`src/design/lbs_pkg.sv`:
```
package lbs_pkg;

  // Word command codes
  localparam logic CMD_TICK = 1'b0;
  localparam logic CMD_SET  = 1'b1;

  // LED modes
  typedef enum logic [2:0] {
    MODE_OFF      = 3'd0,
    MODE_POWER_ON = 3'd1,
    MODE_ADV      = 3'd2,
    MODE_CONNECT  = 3'd3,
    MODE_SEND     = 3'd4,
    MODE_BATT     = 3'd5
  } mode_t;

  // Power-on sequence phases; the unused fourth code behaves as toggling
  typedef enum logic [1:0] {
    PH_INIT   = 2'd0,
    PH_HOLD   = 2'd1,
    PH_TOGGLE = 2'd2
  } phase_t;

  // Configuration register indexes
  localparam int unsigned CFG_IDX_W = 3;
  localparam logic [CFG_IDX_W-1:0] CFG_POWER_HOLD   = 3'd0;
  localparam logic [CFG_IDX_W-1:0] CFG_POWER_PERIOD = 3'd1;
  localparam logic [CFG_IDX_W-1:0] CFG_ADV_PERIOD   = 3'd2;
  localparam logic [CFG_IDX_W-1:0] CFG_ADV_DURATION = 3'd3;
  localparam logic [CFG_IDX_W-1:0] CFG_SEND_PERIOD  = 3'd4;
  localparam logic [CFG_IDX_W-1:0] CFG_BATT_PERIOD  = 3'd5;

  // Configuration reset values (ms)
  localparam logic [15:0] RST_POWER_HOLD   = 16'd2000;
  localparam logic [15:0] RST_POWER_PERIOD = 16'd1000;
  localparam logic [15:0] RST_ADV_PERIOD   = 16'd500;
  localparam logic [15:0] RST_ADV_DURATION = 16'd5000;
  localparam logic [15:0] RST_SEND_PERIOD  = 16'd200;
  localparam logic [15:0] RST_BATT_PERIOD  = 16'd100;

  typedef struct packed {
    logic [15:0] power_on_hold_ms;
    logic [15:0] power_on_period_ms;
    logic [15:0] adv_period_ms;
    logic [15:0] adv_duration_ms;
    logic [15:0] send_period_ms;
    logic [15:0] batt_period_ms;
  } cfg_t;

  typedef struct packed {
    mode_t       cur_mode;
    phase_t      power_phase;
    logic [31:0] mode_start_ms;
    logic [31:0] last_toggle_ms;
    logic        blink_started;
    logic        led_reg;
  } state_t;

endpackage

```
`src/design/lbs_cfg_regs.sv`:
```
module lbs_cfg_regs (
  input  logic                             clk,
  input  logic                             rst,
  input  logic                             cfg_we,
  input  logic [lbs_pkg::CFG_IDX_W-1:0]    cfg_index,
  input  logic [15:0]                      cfg_data,
  output lbs_pkg::cfg_t                    cfg
);

  // Decode writes; indexes beyond the list are dropped
  always_ff @(posedge clk) begin
    if (rst) begin
      cfg.power_on_hold_ms   <= lbs_pkg::RST_POWER_HOLD;
      cfg.power_on_period_ms <= lbs_pkg::RST_POWER_PERIOD;
      cfg.adv_period_ms      <= lbs_pkg::RST_ADV_PERIOD;
      cfg.adv_duration_ms    <= lbs_pkg::RST_ADV_DURATION;
      cfg.send_period_ms     <= lbs_pkg::RST_SEND_PERIOD;
      cfg.batt_period_ms     <= lbs_pkg::RST_BATT_PERIOD;
    end else if (cfg_we) begin
      case (cfg_index)
        lbs_pkg::CFG_POWER_HOLD:   cfg.power_on_hold_ms   <= cfg_data;
        lbs_pkg::CFG_POWER_PERIOD: cfg.power_on_period_ms <= cfg_data;
        lbs_pkg::CFG_ADV_PERIOD:   cfg.adv_period_ms      <= cfg_data;
        lbs_pkg::CFG_ADV_DURATION: cfg.adv_duration_ms    <= cfg_data;
        lbs_pkg::CFG_SEND_PERIOD:  cfg.send_period_ms     <= cfg_data;
        lbs_pkg::CFG_BATT_PERIOD:  cfg.batt_period_ms     <= cfg_data;
        default: ;
      endcase
    end
  end

endmodule

```
`src/design/lbs_step.sv`:
```
module lbs_step (
  input  logic            cmd,
  input  logic [2:0]      mode_code,
  input  logic [31:0]     now_ms,
  input  lbs_pkg::cfg_t   cfg,
  input  lbs_pkg::state_t st,
  output lbs_pkg::state_t st_next
);

  logic [31:0] since_start;
  logic [31:0] since_toggle;
  logic [15:0] blink_period;
  logic        mode_ok;

  // Elapsed times, modulo 2^32
  assign since_start  = now_ms - st.mode_start_ms;
  assign since_toggle = now_ms - st.last_toggle_ms;
  assign mode_ok = (mode_code >= 3'(lbs_pkg::MODE_POWER_ON)) &&
                   (mode_code <= 3'(lbs_pkg::MODE_BATT));

  // Pick the toggle period of the blinking modes
  always_comb begin
    case (st.cur_mode)
      lbs_pkg::MODE_ADV:  blink_period = cfg.adv_period_ms;
      lbs_pkg::MODE_SEND: blink_period = cfg.send_period_ms;
      default:            blink_period = cfg.batt_period_ms;
    endcase
  end

  // Advance the pattern for one word
  always_comb begin
    st_next = st;
    if (cmd == lbs_pkg::CMD_SET) begin
      if (mode_ok) begin
        st_next.cur_mode       = lbs_pkg::mode_t'(mode_code);
        st_next.power_phase    = lbs_pkg::PH_INIT;
        st_next.mode_start_ms  = now_ms;
        st_next.last_toggle_ms = '0;
        st_next.blink_started  = 1'b0;
      end
    end else begin
      case (st.cur_mode)
        lbs_pkg::MODE_POWER_ON: begin
          case (st.power_phase)
            lbs_pkg::PH_INIT: begin
              st_next.led_reg     = 1'b1;
              st_next.power_phase = lbs_pkg::PH_HOLD;
            end
            lbs_pkg::PH_HOLD: begin
              if (since_start > {16'd0, cfg.power_on_hold_ms}) begin
                st_next.led_reg        = 1'b0;
                st_next.last_toggle_ms = now_ms;
                st_next.power_phase    = lbs_pkg::PH_TOGGLE;
              end
            end
            default: begin
              if (since_toggle > {16'd0, cfg.power_on_period_ms}) begin
                st_next.led_reg        = ~st.led_reg;
                st_next.last_toggle_ms = now_ms;
              end
            end
          endcase
        end
        lbs_pkg::MODE_CONNECT: st_next.led_reg = 1'b1;
        lbs_pkg::MODE_ADV, lbs_pkg::MODE_SEND, lbs_pkg::MODE_BATT: begin
          if (st.cur_mode == lbs_pkg::MODE_ADV &&
              since_start > {16'd0, cfg.adv_duration_ms}) begin
            // Advertising over: hold off, leave toggle timing alone
            st_next.led_reg = 1'b0;
          end else if (!st.blink_started) begin
            st_next.led_reg        = 1'b1;
            st_next.last_toggle_ms = now_ms;
            st_next.blink_started  = 1'b1;
          end else if (since_toggle > {16'd0, blink_period}) begin
            st_next.led_reg        = ~st.led_reg;
            st_next.last_toggle_ms = now_ms;
          end
        end
        default: ;
      endcase
    end
  end

endmodule

```
`src/design/led_status_blink_sequencer.sv`:
```
// Status LED blink sequencer for a single LED.
// Input channel (in_valid/in_ready): one word per item, either a mode set
// (cmd = 1, mode_code 1 to 5, now_ms) that restarts timing at now_ms, or a
// tick (cmd = 0, now_ms) that advances the current mode's blink pattern.
// Output channel (out_valid/out_ready): one word per input word carrying
// led_level, the LED drive after that item.
// Configuration port: cfg_we with cfg_index and cfg_data writes one of the
// six millisecond timing registers; write only while the block is idle.
// An accepted word is held in the input register, then its result moves
// to the output register. Throughput: one word per cycle unless the
// receiver stalls; the input register feeds the pattern logic and the
// output register; mode state is updated as each word moves to it.
// When the receiver stalls, the output word holds and the input register
// still takes one more word; ready drops only when both are full.
// Reset clears the valid flags of both registers, sets mode off and the
// LED lit, and loads the timing registers with their default values.
module led_status_blink_sequencer (
  input  logic                          clk,
  input  logic                          rst,
  input  logic                          in_valid,
  output logic                          in_ready,
  input  logic                          cmd,
  input  logic [2:0]                    mode_code,
  input  logic [31:0]                   now_ms,
  output logic                          out_valid,
  input  logic                          out_ready,
  output logic                          led_level,
  input  logic                          cfg_we,
  input  logic [lbs_pkg::CFG_IDX_W-1:0] cfg_index,
  input  logic [15:0]                   cfg_data
);

  lbs_pkg::cfg_t   cfg;
  lbs_pkg::state_t st;
  lbs_pkg::state_t st_next;

  logic        s1_valid;
  logic        s1_cmd;
  logic [2:0]  s1_mode;
  logic [31:0] s1_now;
  logic        advance;

  lbs_cfg_regs u_cfg (
    .clk       (clk),
    .rst       (rst),
    .cfg_we    (cfg_we),
    .cfg_index (cfg_index),
    .cfg_data  (cfg_data),
    .cfg       (cfg)
  );

  lbs_step u_step (
    .cmd       (s1_cmd),
    .mode_code (s1_mode),
    .now_ms    (s1_now),
    .cfg       (cfg),
    .st        (st),
    .st_next   (st_next)
  );

  // Move the input word on when the output register is free or drains
  assign advance  = !out_valid || out_ready;
  assign in_ready = !s1_valid || advance;

  // Input register
  always_ff @(posedge clk) begin
    if (rst) begin
      s1_valid <= 1'b0;
    end else if (in_ready) begin
      s1_valid <= in_valid;
    end
  end

  always_ff @(posedge clk) begin
    if (in_valid && in_ready) begin
      s1_cmd  <= cmd;
      s1_mode <= mode_code;
      s1_now  <= now_ms;
    end
  end

  // Pattern state, updated once per word
  always_ff @(posedge clk) begin
    if (rst) begin
      st.cur_mode       <= lbs_pkg::MODE_OFF;
      st.power_phase    <= lbs_pkg::PH_INIT;
      st.mode_start_ms  <= '0;
      st.last_toggle_ms <= '0;
      st.blink_started  <= 1'b0;
      st.led_reg        <= 1'b1;
    end else if (s1_valid && advance) begin
      st <= st_next;
    end
  end

  // Output register
  always_ff @(posedge clk) begin
    if (rst) begin
      out_valid <= 1'b0;
    end else if (advance) begin
      out_valid <= s1_valid;
    end
  end

  always_ff @(posedge clk) begin
    if (s1_valid && advance) begin
      led_level <= st_next.led_reg;
    end
  end

endmodule

```
`config.mk`:
```
export PLATFORM = sky130hd
export DESIGN_NAME = led_status_blink_sequencer
export DESIGN_NICKNAME = d
export VERILOG_FILES = /design/src/design/lbs_pkg.sv /design/src/design/lbs_cfg_regs.sv /design/src/design/lbs_step.sv /design/src/design/led_status_blink_sequencer.sv
export SDC_FILE = /design/constraint.sdc
export NUM_CORES = 1
export LEC_CHECK = 0
export ABC_AREA = 0
export BUFFER_PORTS_ARGS = -buffer_cell sky130_fd_sc_hd__clkbuf_2
export CAP_MARGIN = 25
export CORE_MARGIN = 4
export CORE_UTILIZATION = 40
export DETAILED_ROUTE_END_ITERATION = 8
export PLACE_DENSITY = 0.55
export SLEW_MARGIN = 15
export SYNTH_ARGS = -nofsm -noshare
export SYNTH_HDL_FRONTEND = slang
export SYNTH_SLANG_ARGS = --single-unit
export TNS_END_PERCENT = 30
```
`constraint.sdc`:
```
create_clock -name clk -period 8.7 [get_ports clk]
set_input_delay 1.305 -clock clk [delete_from_list [all_inputs] [get_ports clk]]
set_output_delay 1.305 -clock clk [all_outputs]
set_load 0.03 [all_outputs]
```
==> impl_metrics.toml <==
[pwr]
vdd_ir_drop_max_mv = 0.137
power_density_nw_per_um2 = 176
p_leak_nw = 5.85
fin_total_pwr_mw = 2.68

[sta]
timing.clock.skew_ps = 28.7
max_clock_freq_ghz = 0.188
final_critical_path_setup_slack_ps = 3390
slew_viol_final = 0
min_period_over_period_pct = 61.1
tightest_slew_ps = 1000
tns_ps = 0
rsz0062_at_grt = "false"
report.final.hold_viol_count = 0
hold_ws_ps = 453
max_slew_margin_pct = 33.4
setup-violations-final = 0
timing.final.crit_period_ps = 5310

[setup_path]
regToRegSetupSlack_ps = 3390
critPathMaxFanout = 24
worstPathCellList = "inv_1, ha_1, fa_1, and2b_1, o2111ai_2, a2111oi_4, nor2_1, xnor2_1, ha_1, and4_1, nand4_1, a211oi_1, nor3_1, o21ai_0, a21o_1, o41ai_1, nand4_1, a21oi_1, or4b_2, buf_12, o22ai_2"
cp_data_arrival_time_ps = 5780
worstSetupPathType = "flop to flop"
worst_setup_path_start_kind = "flop"
highest_delay_cell_along_the_critical_path = "or4b_2"
max_stage_delay_ps = 840
timing.critical_path.required_ps = 9170
critPathCaptureType = "flop"

[drt]
wl_met1_mm = 19.9
top_signal_layer_used = "met4"
detail_route.wl_per_cell_um = 18.8
detailroute.via_count = 12300
dr_wl_met2_mm = 18.4
wl_met3_mm = 2.07
dr.first_iter.drc_count = 995
route.detailed.vias_per_inst = 5.59
detailedRoute.firstPassIterationCount = 5
drt-total-wl_mm = 41.3
drt_drc_violations_left = 0
detail-route-antenna-nets = 0

[final_layout]
final_net_count = 1914
layout_common_cells = "334 x nand2_1, 216 x a21oi_1, 169 x dfxtp_1, 151 x inv_1, 124 x ha_1"
fin_area_um2 = 15200
layout-drive-gt1-share_pct = 10.8
layout_commonest_cell = "nand2_1"
area_growth_pct = 11.4
num_antenna_cells = 0

[grt]
globalRouteTotalUtil_pct = 21.8
initial_antenna_violation_count = 0
via_count_of_the_first_global_routing_pass = 11300
pin_count_of_the_biggest_net_entering_global_routing = 107
global_route_wire_length_before_repair_mm = 64.0
gr-total-overflow = 0

[cts]
cts-resized-gates = 0
ctsHoldBuffers = 0
cts_setup_buffers = 0
tritoncts_buffer_count = 26
ctsLongestPathBuffers = 3
tritoncts = "built"
ctsRootBufferMaster = "clkbuf_16"
clkTransAtPathRegs_ps = 60
clock_latency_ps = 560
htreeDepth = 1
numClockSinks = 206

[yosys]
synth-main-ff-cell = "dfxtp_1"
yosys_register_bits = 206
synth.yosys.warnings = 0
number_of_nets_produced_by_synthesis = 1890
number_of_flops_mapped_to_enable_cells_by_yosys = 37
postSynth.asyncResetShare_pct = 0
postSynthAreaPerCell_um2 = 8.02
ys_seq_area_share_pct = 32.9
syn-instance-count = 1704
synthesis.area_um2 = 13700
yosys.cell_types.count = 95

[die]
ios = 63
dieArea_um2 = 37200
rows = 67
die_y_um = 193
core_area_um2 = 33600
start_util_pct = 40.6
die-width_um = 193

[hold_path]
hold_class = "flop to flop"

[run]
max-cap-violations = 0

[placed_design]
dp_worst_setup_slack_ps = 3250
placed_cell_area_um2 = 14200
place_hpwl_mm = 31.2
routabilityCongestion = 0.889
port_buffers = 62

[status]
run_status = "finished, final reports clean"
final timing paths:
check | startpoint | end | cells after the start
min | st[62] | st[62] | 2
max reg2reg | s1_now[0] | st[24] | 21
max | s1_now[0] | st[24] | 21
min reg2reg | st[62] | st[62] | 2
power by group:
group / switching (mW) / internal, mW / total [mW]
combinational: 0.313 / 0.183 / 0.496
clock: 0.454 / 0.705 / 1.16
sequential: 0.0266 / 1.00 / 1.03
total: 0.794 / 1.89 / 2.68
routing by layer:
layer	vias up	track usage [%]
li1	6091	-
met1	5818	31.7
met2	295	34.0
met3	64	3.08
met4	0	5.24
met5	-	0
worst max-delay path: cells and delay by family, from the launching register on:
kind / cells / cell delay (ps)
AND/OR/NAND/NOR: 7 / 1850
XOR/XNOR: 1 / 190
adder cells (fa/ha/maj): 3 / 920
AO/OA/AOI/OAI: 8 / 1550
flip-flops: 1 / 340
buffers and inverters: 2 / 340
through the flow:
stage / utilization (%) / std cells
2_1_floorplan: - / 1704
3_3_place_gp: 42.3 / 2145
3_5_place_dp: 42.4 / 2146
4_1_cts: 45.1 / 2194
5_1_grt: 45.3 / 2196
6_report: 45.3 / 2196
layout make-up:
class,instances,area [um^2]
Sequential cell,206,4490
Clock inverter,13,180
Timing Repair Buffer,72,424
Multi-Input combinational cell,1271,8240
Clock buffer,35,756
Inverter,151,567
Tap cell,448,561
Fill cell,3329,18400
registers in the layout (all words and copies together) (netlist names):
signal,count
out_valid,1
s1_now,32
st,71
s1_mode,3
led_level,1
s1_valid,1
u_cfg.cfg,96
s1_cmd,1
logic make-up (layout without fill, tap and decap cells):
group / Yosys count / after routing / synth area share [%]
buf+inv: 227 / 271 / 6.91
xor+xnor: 34 / 34 / 2.18
compound gates: 498 / 498 / 25.0
flops: 206 / 206 / 32.9
mux: 3 / 3 / 0.220
simple gates: 609 / 609 / 21.1
fa+ha+maj: 127 / 127 / 11.7
cells in the mapped netlist (10+ instances only):
master	instances	area (um^2)
and2_1	10	62.6
xnor2_1	22	193
dfxtp_1	169	3380
o22ai_2	30	375
o211ai_1	14	105
xor2_1	12	105
nand3b_1	20	150
a21o_1	31	233
o21ai_0	54	270
edfxtp_1	37	1110
o21a_1	21	158
a211oi_1	19	143
a22o_1	14	123
clkbuf_1	50	188
ha_1	124	1550
nand2_1	334	1250
nand4_1	31	194
nor2b_1	19	119
nor3_1	28	140
a21oi_1	216	1080
nor2_1	77	289
and3_1	10	62.6
nand3_1	17	85.1
inv_1	151	567
a211o_1	18	158
Note: power is estimated with default switching activity, not from simulation.
